[config.mk]
export PLATFORM = sky130hd
export DESIGN_NAME = pri_horner_step
export DESIGN_NICKNAME = d
export VERILOG_FILES = /design/src/design/pri_pkg.sv /design/src/design/pri_horner_step.sv
export SDC_FILE = /design/constraint.sdc
export NUM_CORES = 2
export LEC_CHECK = 0
export ABC_CLOCK_PERIOD_IN_PS = 7800
export BUFFER_PORTS_ARGS = -buffer_cell sky130_fd_sc_hd__buf_2
export CAP_MARGIN = 30
export CELL_PAD_IN_SITES_DETAIL_PLACEMENT = 0
export CELL_PAD_IN_SITES_GLOBAL_PLACEMENT = 1
export CORE_MARGIN = 5
export CORE_UTILIZATION = 40
export CTS_BUF_LIST = sky130_fd_sc_hd__clkbuf_16
export DETAILED_ROUTE_END_ITERATION = 12
export GPL_ROUTABILITY_DRIVEN = 1
export GPL_TIMING_DRIVEN = 0
export PLACE_DENSITY_LB_ADDON = 0.25
export RECOVER_POWER = 50
export SYNTH_ARGS = -nofsm -noshare
export SYNTH_HDL_FRONTEND = slang
export SYNTH_SLANG_ARGS = --single-unit
[constraint.sdc]
create_clock -name clk_i -period 7.8 [get_ports clk_i]
set_clock_uncertainty 0.15 [all_clocks]
set_input_delay 0.78 -clock clk_i [delete_from_list [all_inputs] [get_ports clk_i]]
set_output_delay 0.78 -clock clk_i [all_outputs]
set_load 0.01 [all_outputs]
[src/design/pri_pkg.sv]
// Package for the polynomial resampling interpolator.
// Holds mode codes, default widths and the tap weight table.
// No dependencies.
package pri_pkg;

  localparam int SAMPLE_W_DEF = 24;
  localparam int PHASE_W_DEF  = 16;
  localparam int MODE_W       = 3;
  localparam int NUM_TAPS     = 6;
  localparam int NUM_COEF     = 6;
  // weights are scaled by 2^24, below GUARD bits of the sample LSB
  localparam int WFRAC        = 24;
  localparam int GUARD        = 8;
  localparam int WW           = 27;

  typedef enum logic [MODE_W-1:0] {
    MODE_HOLD     = 3'd0,
    MODE_LINEAR   = 3'd1,
    MODE_CUBIC    = 3'd2,
    MODE_OSC      = 3'd3,
    MODE_BSPLINE4 = 3'd4,
    MODE_BSPLINE6 = 3'd5,
    MODE_OPT4     = 3'd6,
    MODE_OPT6     = 3'd7
  } interp_mode_e;

  // modes evaluated around the midpoint of the interval
  localparam logic [7:0] ZFORM = 8'b1100_1000;

  typedef logic signed [WW-1:0] weight_t;

  // [mode][coefficient][tap m2,m1,0,p1,p2,p3]
  localparam weight_t WTAB [8][NUM_COEF][NUM_TAPS] = '{
    '{ '{27'sd0, 27'sd0, 27'sd16777216, 27'sd0, 27'sd0, 27'sd0},
       '{27'sd0, 27'sd0, 27'sd0, 27'sd0, 27'sd0, 27'sd0},
       '{27'sd0, 27'sd0, 27'sd0, 27'sd0, 27'sd0, 27'sd0},
       '{27'sd0, 27'sd0, 27'sd0, 27'sd0, 27'sd0, 27'sd0},
       '{27'sd0, 27'sd0, 27'sd0, 27'sd0, 27'sd0, 27'sd0},
       '{27'sd0, 27'sd0, 27'sd0, 27'sd0, 27'sd0, 27'sd0} },
    '{ '{27'sd0, 27'sd0, 27'sd16777216, 27'sd0, 27'sd0, 27'sd0},
       '{27'sd0, 27'sd0, -27'sd16777216, 27'sd16777216, 27'sd0, 27'sd0},
       '{27'sd0, 27'sd0, 27'sd0, 27'sd0, 27'sd0, 27'sd0},
       '{27'sd0, 27'sd0, 27'sd0, 27'sd0, 27'sd0, 27'sd0},
       '{27'sd0, 27'sd0, 27'sd0, 27'sd0, 27'sd0, 27'sd0},
       '{27'sd0, 27'sd0, 27'sd0, 27'sd0, 27'sd0, 27'sd0} },
    '{ '{27'sd0, 27'sd0, 27'sd16777216, 27'sd0, 27'sd0, 27'sd0},
       '{27'sd0, -27'sd8388608, 27'sd0, 27'sd8388608, 27'sd0, 27'sd0},
       '{27'sd0, 27'sd16777216, -27'sd41943040, 27'sd33554432, -27'sd8388608, 27'sd0},
       '{27'sd0, -27'sd8388608, 27'sd25165824, -27'sd25165824, 27'sd8388608, 27'sd0},
       '{27'sd0, 27'sd0, 27'sd0, 27'sd0, 27'sd0, 27'sd0},
       '{27'sd0, 27'sd0, 27'sd0, 27'sd0, 27'sd0, 27'sd0} },
    '{ '{27'sd0, -27'sd1048576, 27'sd9437184, 27'sd9437184, -27'sd1048576, 27'sd0},
       '{27'sd0, 27'sd3145728, -27'sd26214400, 27'sd26214400, -27'sd3145728, 27'sd0},
       '{27'sd0, 27'sd4194304, -27'sd4194304, -27'sd4194304, 27'sd4194304, 27'sd0},
       '{27'sd0, -27'sd16777216, 27'sd50331648, -27'sd50331648, 27'sd16777216, 27'sd0},
       '{27'sd0, 27'sd0, 27'sd0, 27'sd0, 27'sd0, 27'sd0},
       '{27'sd0, 27'sd16777216, -27'sd50331648, 27'sd50331648, -27'sd16777216, 27'sd0} },
    '{ '{27'sd0, 27'sd2796203, 27'sd11184811, 27'sd2796203, 27'sd0, 27'sd0},
       '{27'sd0, -27'sd8388608, 27'sd0, 27'sd8388608, 27'sd0, 27'sd0},
       '{27'sd0, 27'sd8388608, -27'sd16777216, 27'sd8388608, 27'sd0, 27'sd0},
       '{27'sd0, -27'sd2796203, 27'sd8388608, -27'sd8388608, 27'sd2796203, 27'sd0},
       '{27'sd0, 27'sd0, 27'sd0, 27'sd0, 27'sd0, 27'sd0},
       '{27'sd0, 27'sd0, 27'sd0, 27'sd0, 27'sd0, 27'sd0} },
    '{ '{27'sd139810, 27'sd3635063, 27'sd9227469, 27'sd3635063, 27'sd139810, 27'sd0},
       '{-27'sd699051, -27'sd6990507, 27'sd0, 27'sd6990507, 27'sd699051, 27'sd0},
       '{27'sd1398101, 27'sd2796203, -27'sd8388608, 27'sd2796203, 27'sd1398101, 27'sd0},
       '{-27'sd1398101, 27'sd2796203, 27'sd0, -27'sd2796203, 27'sd1398101, 27'sd0},
       '{27'sd699051, -27'sd2796203, 27'sd4194304, -27'sd2796203, 27'sd699051, 27'sd0},
       '{-27'sd139810, 27'sd699051, -27'sd1398101, 27'sd1398101, -27'sd699051,
         27'sd139810} },
    '{ '{27'sd0, 27'sd730509, 27'sd7658114, 27'sd7658114, 27'sd730509, 27'sd0},
       '{27'sd0, -27'sd2967321, -27'sd7924999, 27'sd7924999, 27'sd2967321, 27'sd0},
       '{27'sd0, 27'sd4256702, -27'sd4255957, -27'sd4255957, 27'sd4256702, 27'sd0},
       '{27'sd0, -27'sd2005375, 27'sd6361432, -27'sd6361432, 27'sd2005375, 27'sd0},
       '{27'sd0, -27'sd719599, 27'sd713395, 27'sd713395, -27'sd719599, 27'sd0},
       '{27'sd0, 27'sd0, 27'sd0, 27'sd0, 27'sd0, 27'sd0} },
    '{ '{27'sd39394, 27'sd1552194, 27'sd6797020, 27'sd6797020, 27'sd1552194, 27'sd39394},
       '{-27'sd219663, -27'sd3641206, -27'sd4755134, 27'sd4755134, 27'sd3641206,
         27'sd219663},
       '{27'sd494260, 27'sd2715870, -27'sd3210114, -27'sd3210114, 27'sd2715870,
         27'sd494260},
       '{-27'sd570303, 27'sd25929, 27'sd2763480, -27'sd2763480, -27'sd25929, 27'sd570303},
       '{27'sd313189, -27'sd958472, 27'sd645218, 27'sd645218, -27'sd958472, 27'sd313189},
       '{-27'sd25530, 27'sd302462, -27'sd724432, 27'sd724432, -27'sd302462, 27'sd25530} }
  };

endpackage

[src/design/pri_horner_step.sv]
// One Horner step: multiply stage, then round, add coefficient K, clamp.
// Carries the phase and coefficient set along. Depends on pri_pkg.
module pri_horner_step #(
  parameter int K  = 4,
  parameter int CW = 62 - pri_pkg::PHASE_W_DEF,
  parameter int PW = pri_pkg::PHASE_W_DEF
) (
  input  logic                 clk_i,
  input  logic                 en_i,
  input  logic signed [CW-1:0] h_i,
  input  logic signed [PW:0]   v_i,
  input  logic signed [CW-1:0] c_i [pri_pkg::NUM_COEF],
  output logic signed [CW-1:0] h_o,
  output logic signed [PW:0]   v_o,
  output logic signed [CW-1:0] c_o [pri_pkg::NUM_COEF]
);
  import pri_pkg::*;

  localparam int MW = CW + PW + 1;
  localparam int SW2 = CW + 2;
  localparam logic signed [SW2-1:0] LIM = SW2'((64'sd1 <<< (CW - 1)) - 64'sd1);

  logic signed [MW-1:0] prod_q;
  logic signed [CW-1:0] ck_q;
  logic signed [PW:0]   v1_q, v2_q;
  logic signed [CW-1:0] c1_q [NUM_COEF];
  logic signed [CW-1:0] c2_q [NUM_COEF];
  logic signed [CW-1:0] h_q, h_d;

  always_ff @(posedge clk_i) begin
    if (en_i) begin
      prod_q <= MW'(h_i * v_i);
      ck_q   <= c_i[K];
      v1_q   <= v_i;
      c1_q   <= c_i;
      h_q    <= h_d;
      v2_q   <= v1_q;
      c2_q   <= c1_q;
    end
  end

  always_comb begin
    logic signed [SW2-1:0] s;
    s = SW2'((prod_q + (MW'(1) <<< (PW - 1))) >>> PW) + SW2'(ck_q);
    if (s > LIM)       h_d = CW'(LIM);
    else if (s < -LIM) h_d = CW'(-LIM);
    else               h_d = CW'(s);
  end

  assign h_o = h_q;
  assign v_o = v2_q;
  assign c_o = c2_q;

endmodule

-- Word-level counts from Yosys, hierarchy flattened
Cells that the tools add are included.
- bits in read-only memories: 0
- bits in latches: 0
- memories kept: 0
- logic and storage cells: 24
- flip-flop bits (word level): 695
- memory bits (writable): 0
- shift operators: 0
- equality and inequality tests: 0
- add/subtract/negate cells: 2
- $lt $le $gt $ge: 2
- mux-type cells: 1
- reduce and logical (&&, ||, !) cells: 1
- multipliers: 1
- bitwise operators: 0
- div/mod/pow operators: 0
- operators by type and width (kind ; count):
    adder 63 x 17 -> 63 bit, second input constant ; 1
    multiplier 46 x 17 -> 63 bit ; 1
    adder 47 x 46 -> 48 bit ; 1
    greater-than comparator 48 x 46 -> 1 bit, second input constant ; 1
    less-than comparator 48 x 46 -> 1 bit, second input constant ; 1
    2-to-1 mux 46 bit ; 1
    OR reduction 2 bit ; 1

-- Longest topological paths before layout
- depth after elaboration: 4
- depth in mapped cells: 29

-- Worst setup path before layout
OpenSTA, ideal clock, no wires.
- path kind: input to register
- from: input v_i[2]
- to: register prod_q[58], data pin
- cell stages on the path: 28
- library setup time: 0.258 ns
- data required time: 7.392 ns
- arrival time: 7.071 ns
- buffers on the path: 2
- path slack: 0.321 ns
- cells stage by stage: clkbuf_1 > clkbuf_1 > nand2_1 > fa_1 > inv_1 > fa_1 > inv_1 > fa_1 > inv_1 > fa_1 > fa_1 > inv_1 > fa_1 > inv_1 > ha_1 > a21o_1 > a21o_1 > a21oi_1 > o21ai_1 > a22oi_1 > nand2b_1 > a21o_1 > a311oi_2 > o21ai_1 > a31oi_1 > o21ai_1 > a21oi_1 > xnor2_1
- longest elaborated chain between the ends: 1
- RTL lines (what ; line ; source):
    start, declared ; pri_horner_step.sv:11 ; input logic signed [PW:0] v_i,
    multiplier 46 x 17 -> 63 bit ; pri_horner_step.sv:32 ; prod_q <= MW'(h_i * v_i);
    end signal, assigned ; pri_horner_step.sv:32 ;
    end, declared ; pri_horner_step.sv:23 ; logic signed [MW-1:0] prod_q;
Every way passes these cells.
A chain may end at the register's enable or synchronous reset.

-- Final worst setup path
- from: input v_i[15]
- to: register prod_q[62], data pin
The elaborated chain is that of the path after synthesis.

==> flow_metrics.env <==
export IMPL_relSlewSlack=-2.79
export IMPL_die_area_um2=132000
export IMPL_use_met3=0.0576
export IMPL_initialDrtViolationCount=2256
export IMPL_synthTopCellsByArea="edfxtp_1, fa_1, inv_1, ha_1, nand2_1"
export IMPL_grt_pass1_wl_um=230000
export IMPL_drv_slew=139
export IMPL_mostFrequentLayoutCell="inv_1"
export IMPL_violations="capacitance limit, slew limit"
export IMPL_area_growth_pct=16.7
export IMPL_ant_nets=0
export IMPL_met2_usage=0.412
export IMPL_grt_pass1_vias=34600
export IMPL_ys_warn_count=0
export IMPL_yosysTopAreaCellShare=0.409
export IMPL_clk_pin_slew_ps=60
export IMPL_ys_types=76
export IMPL_synth_cells=4143
export IMPL_ys_async_sr_fraction=0
export IMPL_ys_seq_area_frac=0.409
export IMPL_cp_start_kind="input pin"
export IMPL_overflow=0
export IMPL_max_cap_violations=2
export IMPL_grt_use_total=0.239
export IMPL_ys_seq_elements=680
export IMPL_fin_crit_ps=7660
export IMPL_dp_hpwl_um=130000
export IMPL_drt_total_wl_um=157000
export IMPL_grt_max_degree=135
export IMPL_clock_fmax_mhz=130
export IMPL_yosysTopAreaCell="edfxtp_1"
export IMPL_crit_arrival_ps=7920
export IMPL_rsz0062_at_grt="no"
export IMPL_synth_area_um2=49900
export IMPL_vias_per_cell=4.94
export IMPL_final_cell_mix="inv_1, fa_1, edfxtp_1"
export IMPL_hold_viol_final=0
export IMPL_start_util=0.403
export IMPL_status="complete, but fails checks"
export IMPL_vias=32600
export IMPL_io_pins=680
export IMPL_wl_per_cell_um=23.8
export IMPL_synth_edff_count=680
export IMPL_drive_above_1_share=0.189
export IMPL_htree_levels=3
export IMPL_cts_buffers=69
export IMPL_grtUsageMet1=0.282
export IMPL_nets=6152
export IMPL_first_pass_iters=7
export IMPL_clk_latency_ps=640
export IMPL_core_um2=124000
export IMPL_path_max_fanout=10
export IMPL_setup_viol=0
export IMPL_fin_ws_ps=137
export IMPL_io_buffers=678
export IMPL_syn_area_per_cell_um2=12.1
export IMPL_rows=129
export IMPL_cts_buffer_depth=3
export IMPL_hold_class="input pin to flop"
export IMPL_busiest_layer="met2"
export IMPL_dieWidth_um=363
export IMPL_post_route_period_util=0.982
export IMPL_gp_congestion=0.924
export IMPL_worst_slew_pin_slew_ps=5690
export IMPL_holdBufCountCts=0
export IMPL_cts_tree="yes"
export IMPL_place_ws_ps=-1790
export IMPL_crit_type="input pin to flop"
export IMPL_grt_antenna_before_repair=44
export IMPL_synth_nets=5402
export IMPL_synth_ff_type="edfxtp_1"
export IMPL_die_y_um=363
export IMPL_root_buffer="clkbuf_16"
export IMPL_clock_sinks=680
export IMPL_required_ps=8050
export IMPL_end_kind="flop"
export IMPL_drc_errors=0
synthesized netlist by cell type, types with 34 or more instances:
| master | number |
|---|---|
| edfxtp_1 | 680 |
| xnor2_1 | 93 |
| clkbuf_1 | 151 |
| inv_1 | 776 |
| a21oi_1 | 114 |
| nor2_1 | 103 |
| ha_1 | 187 |
| nand4_1 | 34 |
| nand3_1 | 41 |
| xor2_1 | 46 |
| o21ai_0 | 66 |
| nand2_1 | 514 |
| and2_1 | 302 |
| a21o_1 | 52 |
| fa_1 | 731 |
cell type report:
| type | instances | area (um2) |
|---|---|---|
| diodes | 22 | 55.1 |
| clock buffers | 69 | 1730 |
| clock inverters | 53 | 591 |
| repair buffers | 701 | 3780 |
| fillers | 11500 | 65500 |
| multi-input cells | 2522 | 26000 |
| inverters | 776 | 2910 |
| plain buffers | 143 | 747 |
| flip-flops and latches | 680 | 20400 |
| well taps | 1637 | 2050 |
worst paths after layout:
| kind | from | endpoint | slack (ps) | depth (start not counted) |
|---|---|---|---|---|
| setup / recovery | v_i[15] | prod_q[62]$_DFFE_PP_ | 140 | 26 |
| hold / removal | c_i[3] | c1_q[3]$_DFFE_PP_ | 160 | 1 |
| setup reg to reg | prod_q[17]$_DFFE_PP_ | h_o[8]$_SDFFCE_PN1P_ | 1320 | 23 |
| hold reg to reg | c1_q[36]$_DFFE_PP_ | c_o[36]$_DFFE_PP_ | 250 | 0 |
worst max-delay path, stage by stage:
cell      delay [ps]
buf_2            280
buf_8            200
buf_2            350
nand2_1          130
fa_1             500
fa_1             490
inv_1             50
fa_1             610
fa_1             500
fa_1             500
inv_1             50
fa_1             480
inv_1             40
ha_1             320
nand2_1          140
o211ai_1         180
o21ai_4          300
o21ai_1          150
a21o_2           270
a21o_1           230
a311oi_4         310
nor3_1           130
o31a_1           340
o21a_1           210
nor2_1           110
xnor2_1          220
per-stage QoR:
stage / TNS (ps) / std cells / hold WS, ps / instance area [um2] / util
4_1_cts: 0 / 6584 / 105 / 58200 / 0.470
3_5_place_dp: -36840 / 6479 / 255 / 55800 / 0.451
6_report: 0 / 6603 / 159 / 58300 / 0.471
5_1_grt: 0 / 6588 / 116 / 58200 / 0.470
2_1_floorplan: 0 / 4143 / 250 / 49900 / -
3_3_place_gp: -3011320 / 6458 / 250 / 55400 / 0.447
timing repair:
action                     CTS  global route
resized for setup           78            70
setup buffers                1             1
pin swaps                    1             2
cloned                       0             0
setup endpoints to repair   28            10
registers in the layout, summed over array words and instances (netlist names):
register and flops:
v_o 17, h_o 46, v1_q 17, prod_q 48, c1_q 276, c_o 276
routing by layer:
layer / vias up / share of wire / wire length (um)
li1: 14700 / - / -
met1: 16400 / 0.38 / 59000
met2: 1133 / 0.50 / 77800
met3: 340 / 0.076 / 11900
met4: 46 / 0.051 / 8050
met5: - / 0.0018 / 281
kinds of logic after synthesis:
kind of cell	after synthesis	share of synthesized area
xor+xnor	140	0.0247
buf+inv	941	0.0717
simple gates	1099	0.106
fa+ha+maj	918	0.340
flops	680	0.409
mux	2	0.000426
compound gates	363	0.0481
Power is not shown: default switching activity piles up to over one toggle a cycle in this logic, so the estimate is an artifact.
